<file path="src/hw/rtl/pet_pkg.sv">
// pet_pkg: shared types and constants of the pointer event tracker.
// Holds the transfer payload structs, event and register codes, and fixed widths.
// No dependencies.
`timescale 1ns / 1ps

package pet_pkg;

    // Fixed field widths
    localparam int MODE_W     = 3;
    localparam int CODE_W     = 16;
    localparam int VAL_W      = 32;
    localparam int POS_W      = 32;
    localparam int SMOOTH_W   = 17;
    localparam int CFG_IDX_W  = 3;
    localparam int CFG_DATA_W = 32;

    // Fixed-point layout
    localparam int FRAC_W    = 16;  // fraction bits of the calibrated value
    localparam int QUO_W     = 48;  // quotient bits of |value - offset| * 2^16 / scale
    localparam int MUL_STEPS = 17;  // bits of the smoothing weight
    localparam int ACC_SHIFT = 32;  // blend accumulator fraction bits

    localparam int COORD_BITS_DEF = 32;

    // Event kinds
    localparam logic [MODE_W-1:0] MODE_SYNC  = 3'd0;
    localparam logic [MODE_W-1:0] MODE_KEY   = 3'd1;
    localparam logic [MODE_W-1:0] MODE_REL   = 3'd2;
    localparam logic [MODE_W-1:0] MODE_ABS   = 3'd3;
    localparam logic [MODE_W-1:0] MODE_CLEAR = 3'd4;

    // Axis codes
    localparam logic [CODE_W-1:0] AXIS_X = 16'd0;
    localparam logic [CODE_W-1:0] AXIS_Y = 16'd1;

    // Key values
    localparam logic [VAL_W-1:0] KEY_DOWN = 32'd1;
    localparam logic [VAL_W-1:0] KEY_UP   = 32'd0;

    // Register indexes
    localparam logic [CFG_IDX_W-1:0] REG_OFFSET_X  = 3'd0;
    localparam logic [CFG_IDX_W-1:0] REG_SCALE_X   = 3'd1;
    localparam logic [CFG_IDX_W-1:0] REG_OFFSET_Y  = 3'd2;
    localparam logic [CFG_IDX_W-1:0] REG_SCALE_Y   = 3'd3;
    localparam logic [CFG_IDX_W-1:0] REG_SMOOTHING = 3'd4;

    // Register reset values
    localparam logic [VAL_W-1:0]    SCALE_RST  = 32'd65536;
    localparam logic [SMOOTH_W-1:0] SMOOTH_RST = 17'd32768;
    localparam logic [SMOOTH_W-1:0] WEIGHT_ONE = 17'd65536;

    typedef struct packed {
        logic [MODE_W-1:0]       mode;
        logic [CODE_W-1:0]       event_code;
        logic signed [VAL_W-1:0] event_value;
    } t_in_item;

    typedef struct packed {
        logic signed [POS_W-1:0] pos_x;
        logic signed [POS_W-1:0] pos_y;
        logic                    was_pressed;
        logic                    was_released;
        logic                    dragging;
    } t_out_item;

endpackage

</file>
<file path="src/hw/rtl/pointer_event_tracker.sv">
// pointer_event_tracker: top level of the pointer event tracker.
// Depends on pet_pkg for payload types, event codes and register indexes.
`timescale 1ns / 1ps

// Takes one event at a time and returns one result per event. Sync, key,
// relative, read_clear and other events go from idle to the finish state,
// which loads the result register once the output is free. For an absolute
// event on axis 0 or 1, one shared adder does the offset subtract, the
// magnitude, a 48-step restoring divide (one quotient bit a cycle), then,
// while dragging, a 17-step shift-add multiply by the smoothing weight and
// a rounding step. Input ready is high only while the block is idle; the
// result sits in an output register, so the next event is taken while it
// waits. A scale of zero divides by one, and weights above one saturate.
module pointer_event_tracker #(
    parameter int COORD_BITS = pet_pkg::COORD_BITS_DEF
) (
    input  logic                                 i_clk,
    input  logic                                 i_rst_n,
    input  logic                                 i_in_valid,
    output logic                                 o_in_ready,
    input  pet_pkg::t_in_item                    i_in_data,
    output logic                                 o_out_valid,
    input  logic                                 i_out_ready,
    output pet_pkg::t_out_item                   o_out_data,
    input  logic                                 i_cfg_we,
    input  logic [pet_pkg::CFG_IDX_W-1:0]        i_cfg_idx,
    input  logic [pet_pkg::CFG_DATA_W-1:0]       i_cfg_wdata
);
    import pet_pkg::*;

    localparam int AW    = COORD_BITS + 34;          // shared adder width
    localparam int LW    = COORD_BITS + FRAC_W;      // calibrated value width
    localparam int CNT_W = $clog2(QUO_W);
    localparam logic [QUO_W-1:0] SAT_LIM = QUO_W'(1) << (COORD_BITS + FRAC_W - 1);

    typedef enum logic [8:0] {
        S_IDLE = 9'b000000001,
        S_DIFF = 9'b000000010,
        S_ABS  = 9'b000000100,
        S_DIV  = 9'b000001000,
        S_CAL  = 9'b000010000,
        S_DLT  = 9'b000100000,
        S_MUL  = 9'b001000000,
        S_RND  = 9'b010000000,
        S_FIN  = 9'b100000000
    } t_state;

    // Control and architectural state
    t_state                       r_state, n_state;
    logic                         r_out_valid, n_out_valid;
    logic signed [VAL_W-1:0]      r_off_x, r_off_y;
    logic [VAL_W-1:0]             r_scale_x, r_scale_y;
    logic [SMOOTH_W-1:0]          r_smooth;
    logic signed [COORD_BITS-1:0] r_coord_x, n_coord_x, r_coord_y, n_coord_y;
    logic                         r_press, n_press, r_release, n_release;
    logic                         r_drag, n_drag;

    // Working registers
    logic [MODE_W-1:0]            r_mode, n_mode;
    logic                         r_axis_y, n_axis_y, r_axis_ok, n_axis_ok;
    logic signed [VAL_W-1:0]      r_val, n_val;
    logic                         r_neg, n_neg;
    logic [VAL_W:0]               r_mag, n_mag;
    logic [VAL_W-1:0]             r_rem, n_rem;
    logic [QUO_W-1:0]             r_num, n_num;
    logic [CNT_W-1:0]             r_cnt, n_cnt;
    logic signed [LW-1:0]         r_cal, n_cal;
    logic [AW-1:0]                r_mcand, n_mcand, r_acc, n_acc;
    logic [SMOOTH_W-1:0]          r_w, n_w;
    logic [COORD_BITS-1:0]        r_res, n_res;
    t_out_item                    r_out, n_out;

    // Shared adder
    logic [AW-1:0]                alu_a, alu_b, alu_sum;
    logic                         alu_sub;

    // Selected axis operands
    logic signed [VAL_W-1:0]      sel_off;
    logic [VAL_W-1:0]             sel_scale, div_d;
    logic signed [COORD_BITS-1:0] sel_old;
    logic [SMOOTH_W-1:0]          w_sat;
    logic [VAL_W:0]               div_t;
    logic                         div_ge;
    logic [QUO_W-1:0]             q_cap, q_sat;
    logic                         rnd_up;
    logic                         in_xfer, out_free;

    assign alu_sum = alu_a + (alu_sub ? ~alu_b : alu_b) + AW'(alu_sub);

    assign sel_off   = r_axis_y ? r_off_y : r_off_x;
    assign sel_scale = r_axis_y ? r_scale_y : r_scale_x;
    assign div_d     = (sel_scale == '0) ? VAL_W'(1) : sel_scale;
    assign sel_old   = r_axis_y ? r_coord_y : r_coord_x;
    assign w_sat     = (r_smooth > WEIGHT_ONE) ? WEIGHT_ONE : r_smooth;
    assign div_t     = {r_rem, r_num[QUO_W-1]};
    assign div_ge    = ~alu_sum[AW-1];
    assign q_cap     = r_neg ? SAT_LIM : SAT_LIM - QUO_W'(1);
    assign q_sat     = (r_num > q_cap) ? q_cap : r_num;
    assign rnd_up    = r_acc[AW-1] & (|r_acc[ACC_SHIFT-1:0]);

    assign o_in_ready  = (r_state == S_IDLE);
    assign in_xfer     = i_in_valid & o_in_ready;
    assign out_free    = ~r_out_valid | i_out_ready;
    assign o_out_valid = r_out_valid;
    assign o_out_data  = r_out;

    // Sequencer and datapath
    always_comb begin
        n_state     = r_state;
        n_out_valid = r_out_valid & ~i_out_ready;
        n_coord_x   = r_coord_x;
        n_coord_y   = r_coord_y;
        n_press     = r_press;
        n_release   = r_release;
        n_drag      = r_drag;
        n_mode      = r_mode;
        n_axis_y    = r_axis_y;
        n_axis_ok   = r_axis_ok;
        n_val       = r_val;
        n_neg       = r_neg;
        n_mag       = r_mag;
        n_rem       = r_rem;
        n_num       = r_num;
        n_cnt       = r_cnt;
        n_cal       = r_cal;
        n_mcand     = r_mcand;
        n_acc       = r_acc;
        n_w         = r_w;
        n_res       = r_res;
        n_out       = r_out;
        alu_a       = '0;
        alu_b       = '0;
        alu_sub     = 1'b0;

        unique case (r_state)
            S_IDLE: begin
                if (in_xfer) begin
                    n_mode    = i_in_data.mode;
                    n_val     = i_in_data.event_value;
                    n_axis_y  = (i_in_data.event_code == AXIS_Y);
                    n_axis_ok = (i_in_data.event_code == AXIS_X) ||
                                (i_in_data.event_code == AXIS_Y);
                    if (i_in_data.mode == MODE_ABS && n_axis_ok) begin
                        n_state = S_DIFF;
                    end else begin
                        n_state = S_FIN;
                    end
                end
            end
            // value - offset, exact in 33 bits
            S_DIFF: begin
                alu_a   = AW'(r_val);
                alu_b   = AW'(sel_off);
                alu_sub = 1'b1;
                n_mag   = alu_sum[VAL_W:0];
                n_neg   = alu_sum[VAL_W];
                n_state = S_ABS;
            end
            // take the magnitude and load the dividend
            S_ABS: begin
                alu_b   = AW'(r_mag);
                alu_sub = 1'b1;
                n_num   = {(r_neg ? alu_sum[VAL_W-1:0] : r_mag[VAL_W-1:0]),
                           {FRAC_W{1'b0}}};
                n_rem   = '0;
                n_cnt   = '0;
                n_state = S_DIV;
            end
            // restoring divide, one quotient bit a cycle
            S_DIV: begin
                alu_a   = AW'(div_t);
                alu_b   = AW'(div_d);
                alu_sub = 1'b1;
                n_rem   = div_ge ? alu_sum[VAL_W-1:0] : div_t[VAL_W-1:0];
                n_num   = {r_num[QUO_W-2:0], div_ge};
                n_cnt   = r_cnt + CNT_W'(1);
                if (r_cnt == CNT_W'(QUO_W - 1)) begin
                    n_state = S_CAL;
                end
            end
            // apply sign after saturation; without drag also drop the fraction
            S_CAL: begin
                alu_sub = r_neg;
                if (r_drag) begin
                    alu_b   = AW'(q_sat);
                    n_cal   = alu_sum[LW-1:0];
                    n_state = S_DLT;
                end else begin
                    alu_b   = AW'(q_sat >> FRAC_W);
                    n_res   = alu_sum[COORD_BITS-1:0];
                    n_state = S_FIN;
                end
            end
            // blend as old * 2^32 + (cal - old * 2^16) * w
            S_DLT: begin
                alu_a   = AW'(r_cal);
                alu_b   = AW'(sel_old) << FRAC_W;
                alu_sub = 1'b1;
                n_mcand = alu_sum;
                n_acc   = AW'(sel_old) << ACC_SHIFT;
                n_w     = w_sat;
                n_cnt   = '0;
                n_state = S_MUL;
            end
            // shift-add multiply, weight bit zero first
            S_MUL: begin
                alu_a   = r_acc;
                alu_b   = r_mcand;
                if (r_w[0]) begin
                    n_acc = alu_sum;
                end
                n_mcand = r_mcand << 1;
                n_w     = r_w >> 1;
                n_cnt   = r_cnt + CNT_W'(1);
                if (r_cnt == CNT_W'(MUL_STEPS - 1)) begin
                    n_state = S_RND;
                end
            end
            // divide by 2^32 truncating toward zero
            S_RND: begin
                alu_a   = AW'($signed(r_acc) >>> ACC_SHIFT);
                alu_b   = AW'(rnd_up);
                n_res   = alu_sum[COORD_BITS-1:0];
                n_state = S_FIN;
            end
            // commit state and load the result register
            S_FIN: begin
                if (out_free) begin
                    if (r_mode == MODE_KEY) begin
                        if (r_val == KEY_DOWN) begin
                            n_press = 1'b1;
                            n_drag  = 1'b1;
                        end else if (r_val == KEY_UP) begin
                            n_release = 1'b1;
                            n_drag    = 1'b0;
                        end
                    end else if (r_mode == MODE_REL && r_axis_ok) begin
                        alu_a = AW'(sel_old);
                        alu_b = AW'(r_val);
                        if (r_axis_y) begin
                            n_coord_y = alu_sum[COORD_BITS-1:0];
                        end else begin
                            n_coord_x = alu_sum[COORD_BITS-1:0];
                        end
                    end else if (r_mode == MODE_ABS && r_axis_ok) begin
                        if (r_axis_y) begin
                            n_coord_y = r_res;
                        end else begin
                            n_coord_x = r_res;
                        end
                    end
                    n_out.pos_x        = POS_W'(n_coord_x);
                    n_out.pos_y        = POS_W'(n_coord_y);
                    n_out.was_pressed  = n_press;
                    n_out.was_released = n_release;
                    n_out.dragging     = n_drag;
                    if (r_mode == MODE_CLEAR) begin
                        n_press   = 1'b0;
                        n_release = 1'b0;
                    end
                    n_out_valid = 1'b1;
                    n_state     = S_IDLE;
                end
            end
            default: begin
                n_state = S_IDLE;
            end
        endcase
    end

    // Control, configuration and pointer state
    always_ff @(posedge i_clk) begin
        if (!i_rst_n) begin
            r_state     <= S_IDLE;
            r_out_valid <= 1'b0;
            r_off_x     <= '0;
            r_off_y     <= '0;
            r_scale_x   <= SCALE_RST;
            r_scale_y   <= SCALE_RST;
            r_smooth    <= SMOOTH_RST;
            r_coord_x   <= '0;
            r_coord_y   <= '0;
            r_press     <= 1'b0;
            r_release   <= 1'b0;
            r_drag      <= 1'b0;
        end else begin
            r_state     <= n_state;
            r_out_valid <= n_out_valid;
            r_coord_x   <= n_coord_x;
            r_coord_y   <= n_coord_y;
            r_press     <= n_press;
            r_release   <= n_release;
            r_drag      <= n_drag;
            if (i_cfg_we) begin
                unique case (i_cfg_idx)
                    REG_OFFSET_X:  r_off_x   <= i_cfg_wdata;
                    REG_SCALE_X:   r_scale_x <= i_cfg_wdata;
                    REG_OFFSET_Y:  r_off_y   <= i_cfg_wdata;
                    REG_SCALE_Y:   r_scale_y <= i_cfg_wdata;
                    REG_SMOOTHING: r_smooth  <= i_cfg_wdata[SMOOTH_W-1:0];
                    default: ;
                endcase
            end
        end
    end

    // Working payload registers
    always_ff @(posedge i_clk) begin
        r_mode    <= n_mode;
        r_axis_y  <= n_axis_y;
        r_axis_ok <= n_axis_ok;
        r_val     <= n_val;
        r_neg     <= n_neg;
        r_mag     <= n_mag;
        r_rem     <= n_rem;
        r_num     <= n_num;
        r_cnt     <= n_cnt;
        r_cal     <= n_cal;
        r_mcand   <= n_mcand;
        r_acc     <= n_acc;
        r_w       <= n_w;
        r_res     <= n_res;
        r_out     <= n_out;
    end

endmodule

</file>
<file path="config.mk">
export PLATFORM = sky130hd
export DESIGN_NAME = pointer_event_tracker
export DESIGN_NICKNAME = d
export VERILOG_FILES = /design/src/hw/rtl/pet_pkg.sv /design/src/hw/rtl/pointer_event_tracker.sv
export SDC_FILE = /design/constraint.sdc
export NUM_CORES = 2
export LEC_CHECK = 0
export ABC_AREA = 1
export BUFFER_PORTS_ARGS = -buffer_cell sky130_fd_sc_hd__buf_2
export CAP_MARGIN = 10
export CORE_AREA = 2 2 333 253
export CTS_CLUSTER_DIAMETER = 200
export CTS_CLUSTER_SIZE = 24
export DETAILED_ROUTE_END_ITERATION = 8
export DIE_AREA = 0 0 335 255
export PLACE_DENSITY = 0.63
export SYNTH_ARGS = -nofsm -noshare
export SYNTH_HDL_FRONTEND = slang
export SYNTH_SLANG_ARGS = --single-unit
</file>
<file path="constraint.sdc">
create_clock -name i_clk -period 17.3 [get_ports i_clk]
set_input_delay 3.46 -clock i_clk [delete_from_list [all_inputs] [get_ports i_clk]]
set_output_delay 3.46 -clock i_clk [all_outputs]
set_load 0.05 [all_outputs]
</file>
==> qor.csv <==
stage,metric,value,unit
die,die width,335,microns
power_and_ir_drop,Power Density,107,nW/um^2
timing,Tmin final,9.76,ns
run,max-cap viol count,0,
routing,total iterations of the first detailed-routing run,8,
worst_setup_path,Critical Path Fanout Max,35,
synth,Post-synth EDFFs,452,
global_routing,largest net degree at the start of global routing,126,
die,Die H,255,microns
timing,final hold vios,0,
clock_network,hold buffer count at cts,0,
synth,Netlist cell types,65,
routing,DR top layer,met5,
cells_and_area,nets,4895,
synth,Mapped Area,37500,sq um
routing,Final ANT Viol Nets,0,
global_routing,initial antenna violation count,10,
timing,Worst Tran Pin Value,1.41,ns
timing,Clock Skew,0.0530,ns
synth,most frequent cell after synthesis,nand2_1,
synth,register area share after synthesis,48.1,%
clock_network,Post-CTS Setup Bufs,0,
place,number of I/O port buffers,159,
global_routing,global-route usage over all layers,33.7,%
synth,most frequent cells after synthesis,"nand2_1 (1,055), o21ai_0 (527), nor2_1 (509)",
timing,setup ws final,7.54,ns
synth,"area leader, netlist",edfxtp_1,
clock_network,CTS H-Tree Depth,2,
die,full die area,85400,sq um
place,Final GP Congestion,1.04,
routing,metal3 WL,20000,microns
cells_and_area,# fillers,8158,
die,CORE AREA,82600,sq um
worst_setup_path,CP Data Required Time,17.79,ns
timing,Fmax,102,MHz
routing,WL/cell,25.3,microns
cells_and_area,Area Growth Syn to Fin,7.37,%
power_and_ir_drop,Max IR drop VDD,0.0869,mV
synth,"Net Count, Synth",4869,
synth,Ys Warns,0,
timing,pins over their slew limit,0,
timing,final setup fails,0,
clock_network,CTS resizes,0,
global_routing,first-pass GRT wire length,213000,microns
synth,Area contributors post-synth,"edfxtp_1 (36%), dfxtp_1 (12%), nand2_1 (11%)",
synth,Synth async-reset ratio,0,%
worst_setup_path,Setup crit start kind,input port,
clock_network,clock sinks,674,
die,Ports,160,
worst_setup_path,R2R setup slack,7.89,ns
clock_network,Longest Clk Path Bufs,3,
cells_and_area,proportion of layout cells with a drive suffix above 1,7.30,%
place,Setup WS pre-CTS,7.08,ns
timing,RSZ-0062 raised after global routing,no,
synth,ys flop type,edfxtp_1,
routing,met2 WL post-DR,57100,microns
clock_network,root buffer cell,clkbuf_16,
worst_setup_path,Worst setup EP type,flop,
clock_network,clock-pin slew on the worst setup and hold paths,0.10,ns
routing,Vias,34500,
die,Initial Util,45.3,%
min_path,Hold Crit Class,reg -> reg,
routing,DRT iter0 DRCs,5167,
timing,Hold Slack,0.452,ns
synth,Mapped Cells,4663,
timing,fin crit share,56.4,%
cells_and_area,register area,18000,sq um
timing,relative slew slack,4.92,%
routing,Via density,5.95,
global_routing,number of global-route vias before repair,30900,
clock_network,clock latency on the worst-skew pair,0.63,ns
die,# rows,92,
routing,DRC viols,0,
global_routing,global route overflow,0,
clock_network,Num CTS Buffers,34,
synth,#FFs+latches synth,674,
status,status,completed,
place,DP HPWL,108000,microns
timing,TNS Setup,0,ns
synth,Yosys top cell area share,36.2,%
worst_setup_path,Arrival @ worst endpoint,10.25,ns
cells_and_area,Multi-input gate area,16600,sq um
routing,met1 WL,64900,microns
worst_setup_path,Setup CP Type,in -> reg,
clock_network,CTS tree,done,
routing,Total Routed Length,147000,microns
synth,Mean Syn Cell Area,8.04,sq um
power_and_ir_drop,Lkg Pwr,17.8,nW
[layer usage]
| layer | global-route usage [%] | vias up |
|---|---|---|
| li1 | - | 15800 |
| met1 | 51.2 | 16200 |
| met2 | 46.0 | 2191 |
| met3 | 9.60 | 274 |
| met4 | 9.72 | 8 |
| met5 | 0 | - |
[final timing paths]
check / from / endpoint / cells after the start
setup / recovery: i_out_ready / r_rem[23] / 28
hold / removal: r_scale_y[11] / r_scale_y[11] / 2
setup reg to reg: r_neg / r_acc[58] / 36
hold reg to reg: r_scale_y[11] / r_scale_y[11] / 2
[layout by cell type, fill, tap and decap left out, types with 22 or more instances in the layout]
cell	instances
nor2_1	504
a221oi_1	24
o211ai_1	49
edfxtp_1	452
nor3_1	22
nor4_1	34
xor2_1	72
nand4_1	31
nand2_1	1051
o21ai_0	518
buf_2	158
inv_1	500
o2111ai_1	52
clkbuf_1	24
ha_1	114
xnor2_1	23
buf_4	66
o21ai_1	53
nand3_1	117
clkbuf_16	34
dfxtp_1	222
a21oi_1	381
[cell families after synthesis]
group	synth area share (%)
buf+inv	7.82
flops	48.1
compound gates	17.7
simple gates	20.0
xor+xnor	2.55
fa+ha+maj	3.86
[flip-flops by register name, indices dropped and copies added, names as in the netlist, 48 cells and up]
name	cells
o_out_data	67
r_num	48
r_cal	48
r_acc	66
r_mcand	66
[power breakdown]
group	internal, mW	leakage (nW)	switching, mW	total (mW)
registers	1.93	5.95	0.0959	2.02
logic	0.308	11.3	1.02	1.32
clock network	0.382	0.466	0.565	0.947
[area by class of cell]
cell class	count	share of cell area (%)
Antenna cell	5	0.0311
Clock buffer	58	2.34
Tap cell	1081	3.36
Clock inverter	2	0.115
Sequential cell	674	44.8
Multi-Input combinational cell	3231	41.2
Inverter	523	4.89
Timing Repair Buffer	225	3.25
[worst max-delay path, cell delays in order]
cell	delay, ns
buf_2	0.07
nor2_1	0.09
inv_1	0.14
nand2_4	0.24
nor2_4	0.68
buf_4	0.48
inv_2	0.28
nor2_4	0.16
inv_2	0.06
nand2_1	0.11
clkinv_1	0.49
nand3_1	0.76
nand2_1	0.13
ha_1	0.38
nand2_1	0.13
nor2_1	0.15
inv_1	0.08
nor2_1	0.18
and3_1	0.20
and3_1	0.18
nand4_1	0.10
nand2_1	0.21
xor2_4	0.14
buf_4	0.47
nand2_4	0.45
nand2_1	0.19
nand2_1	0.07
inv_1	0.05
[through the flow]
step                total power [mW]  cell area, sq um  util (%)  cells
global route                    4.45             40200      48.7   5794
finish                          4.30             40200      48.7   5799
detailed placement              3.33             39200      47.5   5734
global placement                3.32             39200      47.5   5734
CTS                             4.25             40200      48.7   5794
floorplan                       2.81             37500         -   4663
Power figures use the tool's default switching activity.
